===== config.mk =====
export PLATFORM = sky130hd
export DESIGN_NAME = voxsd_seq
export DESIGN_NICKNAME = d
export VERILOG_FILES = /design/src/hdl/voxsd_pkg.sv /design/src/hdl/voxsd_seq.sv
export SDC_FILE = /design/constraint.sdc
export NUM_CORES = 1
export LEC_CHECK = 0
export BUFFER_PORTS_ARGS = -buffer_cell sky130_fd_sc_hd__buf_2
export CORE_AREA = 2 2 39 41
export DETAILED_ROUTE_END_ITERATION = 12
export DIE_AREA = 0 0 41 43
export HOLD_SLACK_MARGIN = 0.05
export MAX_ROUTING_LAYER = met4
export PLACE_DENSITY_LB_ADDON = 0.08
export REMOVE_ABC_BUFFERS = 1
export SYNTH_ARGS = -nofsm -noshare
export SYNTH_HDL_FRONTEND = slang
export SYNTH_SLANG_ARGS = --single-unit

===== constraint.sdc =====
create_clock -name clock -period 2 [get_ports clock]
set_input_delay 0.4 -clock clock [delete_from_list [all_inputs] [get_ports clock]]
set_output_delay 0.4 -clock clock [all_outputs]
set_load 0.02 [all_outputs]

===== src/hdl/voxsd_pkg.sv =====
// shared types, step numbers and the control store for the surface detector
// no dependencies
package voxsd_pkg;

   localparam int CoordW = 5;
   localparam int SizeW  = 6;

   // register indexes on the csr port
   localparam logic [1:0] REG_SIZE_X = 2'd0;
   localparam logic [1:0] REG_SIZE_Y = 2'd1;
   localparam logic [1:0] REG_SIZE_Z = 2'd2;

   typedef logic [3:0] pc_type;

   localparam pc_type PC_CLEAR  = 4'd0;
   localparam pc_type PC_IDLE   = 4'd1;
   localparam pc_type PC_QUERY  = 4'd2;   // first of nine probe steps
   localparam pc_type PC_QTAIL  = 4'd11;
   localparam pc_type PC_WREAD  = 4'd12;
   localparam pc_type PC_WWRITE = 4'd13;
   localparam pc_type PC_EMIT   = 4'd14;

   typedef enum logic [1:0] {
      OFF_ZERO,
      OFF_MINUS,
      OFF_PLUS
   } off_type;

   typedef enum logic [1:0] {
      COND_NEXT,
      COND_JUMP,
      COND_DISPATCH,
      COND_CLEAR
   } cond_type;

   typedef struct packed {
      logic     probe;
      off_type  dy;
      off_type  dz;
      logic     wr;
      logic     clr;
      logic     emit;
      cond_type cond;
      pc_type   target;
   } cw_type;

   typedef struct packed {
      logic accept;
      logic err;
      logic query;
      logic clr_last;
   } seq_stat_type;

   function automatic cw_type probe_word(off_type dy, off_type dz);
      cw_type w;
      w = '{probe: 1'b1, dy: dy, dz: dz, wr: 1'b0, clr: 1'b0, emit: 1'b0,
            cond: COND_NEXT, target: PC_IDLE};
      return w;
   endfunction

   function automatic cw_type rom_word(pc_type pc);
      cw_type w;
      w = '{probe: 1'b0, dy: OFF_ZERO, dz: OFF_ZERO, wr: 1'b0, clr: 1'b0,
            emit: 1'b0, cond: COND_JUMP, target: PC_IDLE};
      unique case (pc)
         PC_CLEAR: begin
            w.clr  = 1'b1;
            w.cond = COND_CLEAR;
         end
         PC_IDLE:            w.cond = COND_DISPATCH;
         PC_QUERY:           w = probe_word(OFF_ZERO,  OFF_ZERO);   // center row first
         PC_QUERY + 4'd1:    w = probe_word(OFF_MINUS, OFF_ZERO);
         PC_QUERY + 4'd2:    w = probe_word(OFF_PLUS,  OFF_ZERO);
         PC_QUERY + 4'd3:    w = probe_word(OFF_ZERO,  OFF_MINUS);
         PC_QUERY + 4'd4:    w = probe_word(OFF_MINUS, OFF_MINUS);
         PC_QUERY + 4'd5:    w = probe_word(OFF_PLUS,  OFF_MINUS);
         PC_QUERY + 4'd6:    w = probe_word(OFF_ZERO,  OFF_PLUS);
         PC_QUERY + 4'd7:    w = probe_word(OFF_MINUS, OFF_PLUS);
         PC_QUERY + 4'd8:    w = probe_word(OFF_PLUS,  OFF_PLUS);
         PC_QTAIL:           w.target = PC_EMIT;
         PC_WREAD:           w.cond = COND_NEXT;
         PC_WWRITE: begin
            w.wr   = 1'b1;
            w.cond = COND_NEXT;
         end
         PC_EMIT:            w.emit = 1'b1;
         default:            w.target = PC_IDLE;
      endcase
      return w;
   endfunction

endpackage


===== src/hdl/voxsd_seq.sv =====
// microcode sequencer: step counter, control store and branch logic
// depends on voxsd_pkg
module voxsd_seq
   import voxsd_pkg::*;
(
   input  logic         clock,
   input  logic         reset,
   input  seq_stat_type stat,
   output cw_type       cw
);

   pc_type pc_ff;
   pc_type pc_in;

   assign cw = rom_word(pc_ff);

   always_comb begin
      pc_in = pc_ff;
      unique case (cw.cond)
         COND_NEXT: pc_in = pc_ff + 4'd1;
         COND_JUMP: pc_in = cw.target;
         COND_DISPATCH: begin
            if (stat.accept) begin
               if (stat.err) begin
                  pc_in = PC_EMIT;
               end else if (stat.query) begin
                  pc_in = PC_QUERY;
               end else begin
                  pc_in = PC_WREAD;
               end
            end
         end
         COND_CLEAR: begin
            if (stat.clr_last) begin
               pc_in = cw.target;
            end
         end
         default: pc_in = PC_IDLE;
      endcase
   end

   always_ff @(posedge clock) begin
      if (reset) begin
         pc_ff <= PC_CLEAR;
      end else begin
         pc_ff <= pc_in;
      end
   end

endmodule

==> impl_results.html <==
<table>
<tr><th>Metric</th><th>Value</th></tr>
<tr><th colspan="2">Job</th></tr>
<tr><td>Max capacitance violation total</td><td>0</td></tr>
<tr><th colspan="2">Final layout</th></tr>
<tr><td>Layout-stage area growth over the synthesis result</td><td>38.36%</td></tr>
<tr><td>Area of all placed cells without fillers</td><td>654.4 um2</td></tr>
<tr><td>Total Nets Final</td><td>95</td></tr>
<tr><td>Final cell count without fillers</td><td>99</td></tr>
<tr><td>Fraction of final layout cells with drive strength greater than 1</td><td>42.17%</td></tr>
<tr><td>Biggest registers after layout</td><td>pc_ff: 4 flops</td></tr>
<tr><td>Number of flip-flops under the largest register name</td><td>4</td></tr>
<tr><td>Reg area</td><td>83.83 um2</td></tr>
<tr><td>Area of combinational cells with multiple inputs</td><td>402.9 um2</td></tr>
<tr><td>Largest register by flop count</td><td>pc_ff</td></tr>
<tr><td>Fill cell total of the finished layout</td><td>145</td></tr>
<tr><td>Inserted Diodes</td><td>0</td></tr>
<tr><th colspan="2">Logic synthesis</th></tr>
<tr><td>Synthesis Warnings</td><td>0</td></tr>
<tr><td>Top FF cell, synth</td><td>sky130_fd_sc_hd__dfxtp_1</td></tr>
<tr><td>Cell types occupying the most area after synthesis</td><td>sky130_fd_sc_hd__dfxtp_1 17%, sky130_fd_sc_hd__ha_1 11%, sky130_fd_sc_hd__nor3_1 5.3%</td></tr>
<tr><td>Summed instance area of the synthesized netlist</td><td>473.0 um2</td></tr>
<tr><td>Distinct cell type count of the synthesized netlist</td><td>31</td></tr>
<tr><td>Number of cells produced by synthesis</td><td>64</td></tr>
<tr><td>Share of the yosys chip area belonging to registers</td><td>16.93%</td></tr>
<tr><td>Mean instance size in the synthesized netlist</td><td>7.390 um2</td></tr>
<tr><td>Cell type contributing the most total cell area after synthesis</td><td>sky130_fd_sc_hd__dfxtp_1</td></tr>
<tr><td>#FFs+latches synth</td><td>4</td></tr>
<tr><td>Post-synth EDFFs</td><td>0</td></tr>
<tr><td>Ys async rst share</td><td>0%</td></tr>
<tr><td>Proportion of netlist area held by the largest area contributor</td><td>16.93%</td></tr>
<tr><th colspan="2">Clock network</th></tr>
<tr><td>Number of clock sinks</td><td>4</td></tr>
<tr><td>Clock latency on the worst-skew pair</td><td>0.23 ns</td></tr>
<tr><td># hold bufs at CTS</td><td>0</td></tr>
<tr><td>Number of buffers created by CTS</td><td>3</td></tr>
<tr><td>Clock transition at the registers of the reported paths</td><td>0.04 ns</td></tr>
<tr><td>Clock tree from TritonCTS</td><td>yes</td></tr>
<tr><td>CTS H-tree lvls</td><td>1</td></tr>
<tr><td>Cell at the root of the clock tree</td><td>sky130_fd_sc_hd__clkbuf_4</td></tr>
<tr><td>Bufs on Longest Clock Path</td><td>2</td></tr>
<tr><th colspan="2">Route</th></tr>
<tr><td>DRT Pass-1 Iters</td><td>4</td></tr>
<tr><td>Via-to-Cell Ratio</td><td>5.192</td></tr>
<tr><td>Average wire per cell in the routed design</td><td>12.22 um</td></tr>
<tr><td>Residual DRC count</td><td>0</td></tr>
<tr><td>Aggregate routed wire length</td><td>1.210 mm</td></tr>
<tr><td>Count of routing violations after the opening detailed-route iteration</td><td>3</td></tr>
<tr><td>DR vias</td><td>514</td></tr>
<tr><td>Antenna Nets Post-Route</td><td>0</td></tr>
<tr><th colspan="2">Floorplan</th></tr>
<tr><td>Die width</td><td>41 um</td></tr>
<tr><td>Initial standard-cell utilization of the core</td><td>34.18%</td></tr>
<tr><td>Placement Rows</td><td>14</td></tr>
<tr><td>Total core area</td><td>1384 um2</td></tr>
<tr><td>Number of top-level design ports</td><td>20</td></tr>
<tr><td>Die outline area</td><td>1763 um2</td></tr>
<tr><td>Y dimension of the die</td><td>43 um</td></tr>
<tr><th colspan="2">Critical path</th></tr>
<tr><td>Depth of the worst register-to-register path</td><td>6</td></tr>
<tr><td>Crit path max fanout</td><td>7</td></tr>
<tr><td>Cell-by-cell listing of the critical path</td><td>inv_2 -&gt; ha_4 -&gt; nor2_1 -&gt; o21ai_0 -&gt; and2_1 -&gt; buf_2</td></tr>
<tr><td>Highest-delay cell along the critical path</td><td>sky130_fd_sc_hd__dfxtp_2</td></tr>
<tr><td>Worst path arrival time</td><td>1.48 ns</td></tr>
<tr><td>Startpoint Class</td><td>flip-flop</td></tr>
<tr><td>Kind of end point of the critical path</td><td>primary output</td></tr>
<tr><td>Data required time at the worst endpoint</td><td>1.60 ns</td></tr>
<tr><td>Slowest Stage Delay on Critical Path</td><td>0.38 ns</td></tr>
<tr><td>Category of the critical setup timing path</td><td>reg2out</td></tr>
<tr><th colspan="2">STA</th></tr>
<tr><td>Final Hold Viols</td><td>0</td></tr>
<tr><td>Relative slew margins</td><td>77.05%</td></tr>
<tr><td>Tightest hold margin</td><td>0.3793 ns</td></tr>
<tr><td>Number of max-slew violations in the final report</td><td>0</td></tr>
<tr><td>Fmax</td><td>532.6 MHz</td></tr>
<tr><td>Final setup violation count</td><td>0</td></tr>
<tr><td>Post-route clock period utilization</td><td>93.88%</td></tr>
<tr><td>Slew at the pin closest to its max-slew limit</td><td>0.3347 ns</td></tr>
<tr><td>Clock Skews</td><td>0.001978 ns</td></tr>
<tr><td>Time the worst path needs with I/O delays and setup</td><td>1.878 ns</td></tr>
<tr><th colspan="2">GRT</th></tr>
<tr><td>Wire length of the first global-routing pass</td><td>1.773 mm</td></tr>
<tr><td>Pin count of the biggest net entering global routing</td><td>14</td></tr>
<tr><td>Number of antenna violations at the first check in global routing</td><td>0</td></tr>
<tr><td>Number of global-route vias before repair</td><td>433</td></tr>
<tr><td>GRT Residual Overflow</td><td>0</td></tr>
<tr><td>Global Route Usage Sum</td><td>15.23%</td></tr>
<tr><th colspan="2">Place</th></tr>
<tr><td>HPWL reported at the end of detailed placement</td><td>895 um</td></tr>
<tr><td>Input/output buffers</td><td>19</td></tr>
<tr><td>DP Cell Count</td><td>95</td></tr>
<tr><td>Global placement routability congestion</td><td>0.7740</td></tr>
<tr><td>Total placed instance area</td><td>566.8 um2</td></tr>
<tr><th colspan="2">Pwr</th></tr>
<tr><td>Maximum VDD drop</td><td>0.0006807 V</td></tr>
<tr><td>Leakage power total</td><td>0.2931 nW</td></tr>
<tr><td>Power density over the cells</td><td>1604 nW/um2</td></tr>
<tr><th colspan="2">Hold path</th></tr>
<tr><td>Worst hold path stage count</td><td>2</td></tr>
<tr><td>Hold/Removal Path Class</td><td>in2reg</td></tr>
<tr><th colspan="2">Run status</th></tr>
<tr><td>Status</td><td>finished, final reports clean</td></tr>
</table>
## cells by family (layout without fill, tap and decap cells)
logic type / after synthesis / in the layout / share of synthesized area, %
adder cells (fa/ha/maj): 4 / 4 / 10.58
AO/OA/AOI/OAI: 15 / 15 / 22.75
multiplexers: 2 / 2 / 4.233
buffers and inverters: 9 / 28 / 9.257
XOR/XNOR: 2 / 2 / 3.704
AND/OR/NAND/NOR: 28 / 28 / 32.54
flip-flops: 4 / 4 / 16.93
## final timing paths
path | start | slack, ns | endpoint
worst min register to register | pc_ff[1] | 0.57 | pc_ff[1]
worst max-delay path | pc_ff[0] | 0.12 | cw[13]
worst min-delay path | reset | 0.38 | pc_ff[1]
worst max register to register | pc_ff[0] | 0.25 | pc_ff[1]
## worst max-delay path: cells and delay by family (launching register included)
family                   cells  cell delay (ns)
buffers and inverters        2             0.25
AND/OR/NAND/NOR              2             0.31
adder cells (fa/ha/maj)      1             0.20
AO/OA/AOI/OAI                1             0.10
flip-flops                   1             0.38
## what timing repair did
item / CTS / global route
endpoints found under the setup margin: 2 / 2
buffers inserted: 1 / 0
resized for setup: 5 / 9
pin swaps: 1 / 0
## cell usage in the layout (no fill, tap or decap), types with 2 or more instances in the layout
cell                       Yosys  final
sky130_fd_sc_hd__and3_1        2      2
sky130_fd_sc_hd__clkbuf_4      0      3
sky130_fd_sc_hd__buf_4         2      2
sky130_fd_sc_hd__nor2b_1       2      2
sky130_fd_sc_hd__buf_2         2     19
sky130_fd_sc_hd__o21ai_0       2      2
sky130_fd_sc_hd__inv_2         0      2
sky130_fd_sc_hd__mux2i_1       2      2
sky130_fd_sc_hd__nor2_1        6      6
sky130_fd_sc_hd__inv_1         4      2
sky130_fd_sc_hd__nand2_1       2      2
sky130_fd_sc_hd__ha_4          0      3
sky130_fd_sc_hd__nor3b_1       2      2
sky130_fd_sc_hd__dfxtp_2       0      3
sky130_fd_sc_hd__and2_1        2      2
sky130_fd_sc_hd__nand3_1       2      2
sky130_fd_sc_hd__o22ai_1       4      4
sky130_fd_sc_hd__nor3_1        5      4
sky130_fd_sc_hd__a31oi_1       3      3
## synth_stat cells, types with 2 or more instances
| cell type | instances |
|---|---|
| sky130_fd_sc_hd__inv_1 | 4 |
| sky130_fd_sc_hd__and3_1 | 2 |
| sky130_fd_sc_hd__nand3_1 | 2 |
| sky130_fd_sc_hd__mux2i_1 | 2 |
| sky130_fd_sc_hd__ha_1 | 4 |
| sky130_fd_sc_hd__a31oi_1 | 3 |
| sky130_fd_sc_hd__nor3_1 | 5 |
| sky130_fd_sc_hd__nand2_1 | 2 |
| sky130_fd_sc_hd__o21ai_0 | 2 |
| sky130_fd_sc_hd__o22ai_1 | 4 |
| sky130_fd_sc_hd__nor3b_1 | 2 |
| sky130_fd_sc_hd__and2_1 | 2 |
| sky130_fd_sc_hd__buf_4 | 2 |
| sky130_fd_sc_hd__nor2b_1 | 2 |
| sky130_fd_sc_hd__buf_2 | 2 |
| sky130_fd_sc_hd__dfxtp_1 | 4 |
| sky130_fd_sc_hd__nor2_1 | 6 |
## report_power, final
| group | switching, mW | total (mW) | internal (mW) |
|---|---|---|---|
| clock | 0.0281 | 0.0949 | 0.0668 |
| combinational | 0.461 | 0.793 | 0.332 |
| sequential | 0.0501 | 0.161 | 0.111 |
## stage by stage
stage                     utilization, %  setup TNS [ns]  worst slack, ns  total power, mW
after floorplan                        -               0           0.2537           0.6461
after CTS                          44.39               0         0.008566           0.9587
final                              47.29               0           0.1225            1.049
after global placement             40.96               0          0.09152           0.8248
after global routing               47.29       -0.008152        -0.004113            1.148
after detailed placement           40.96               0          0.05507           0.8174
## layout make-up
cell class,count,share of cell area (%)
well taps,16,3.059
clock buffers,3,3.442
inverters,4,2.294
repair buffers,21,16.83
flip-flops and latches,4,12.81
multi-input cells,51,61.57
## layer usage
layer  share of wire [%]  track usage (%)  vias up
li1                    -                -      272
met2                  50            21.88       11
met4                   0            8.000        0
met1                  46            19.29      231
met3                 3.7            3.141        0
met5                   0                -        -
No activity file was read; power rests on OpenSTA's default activity.
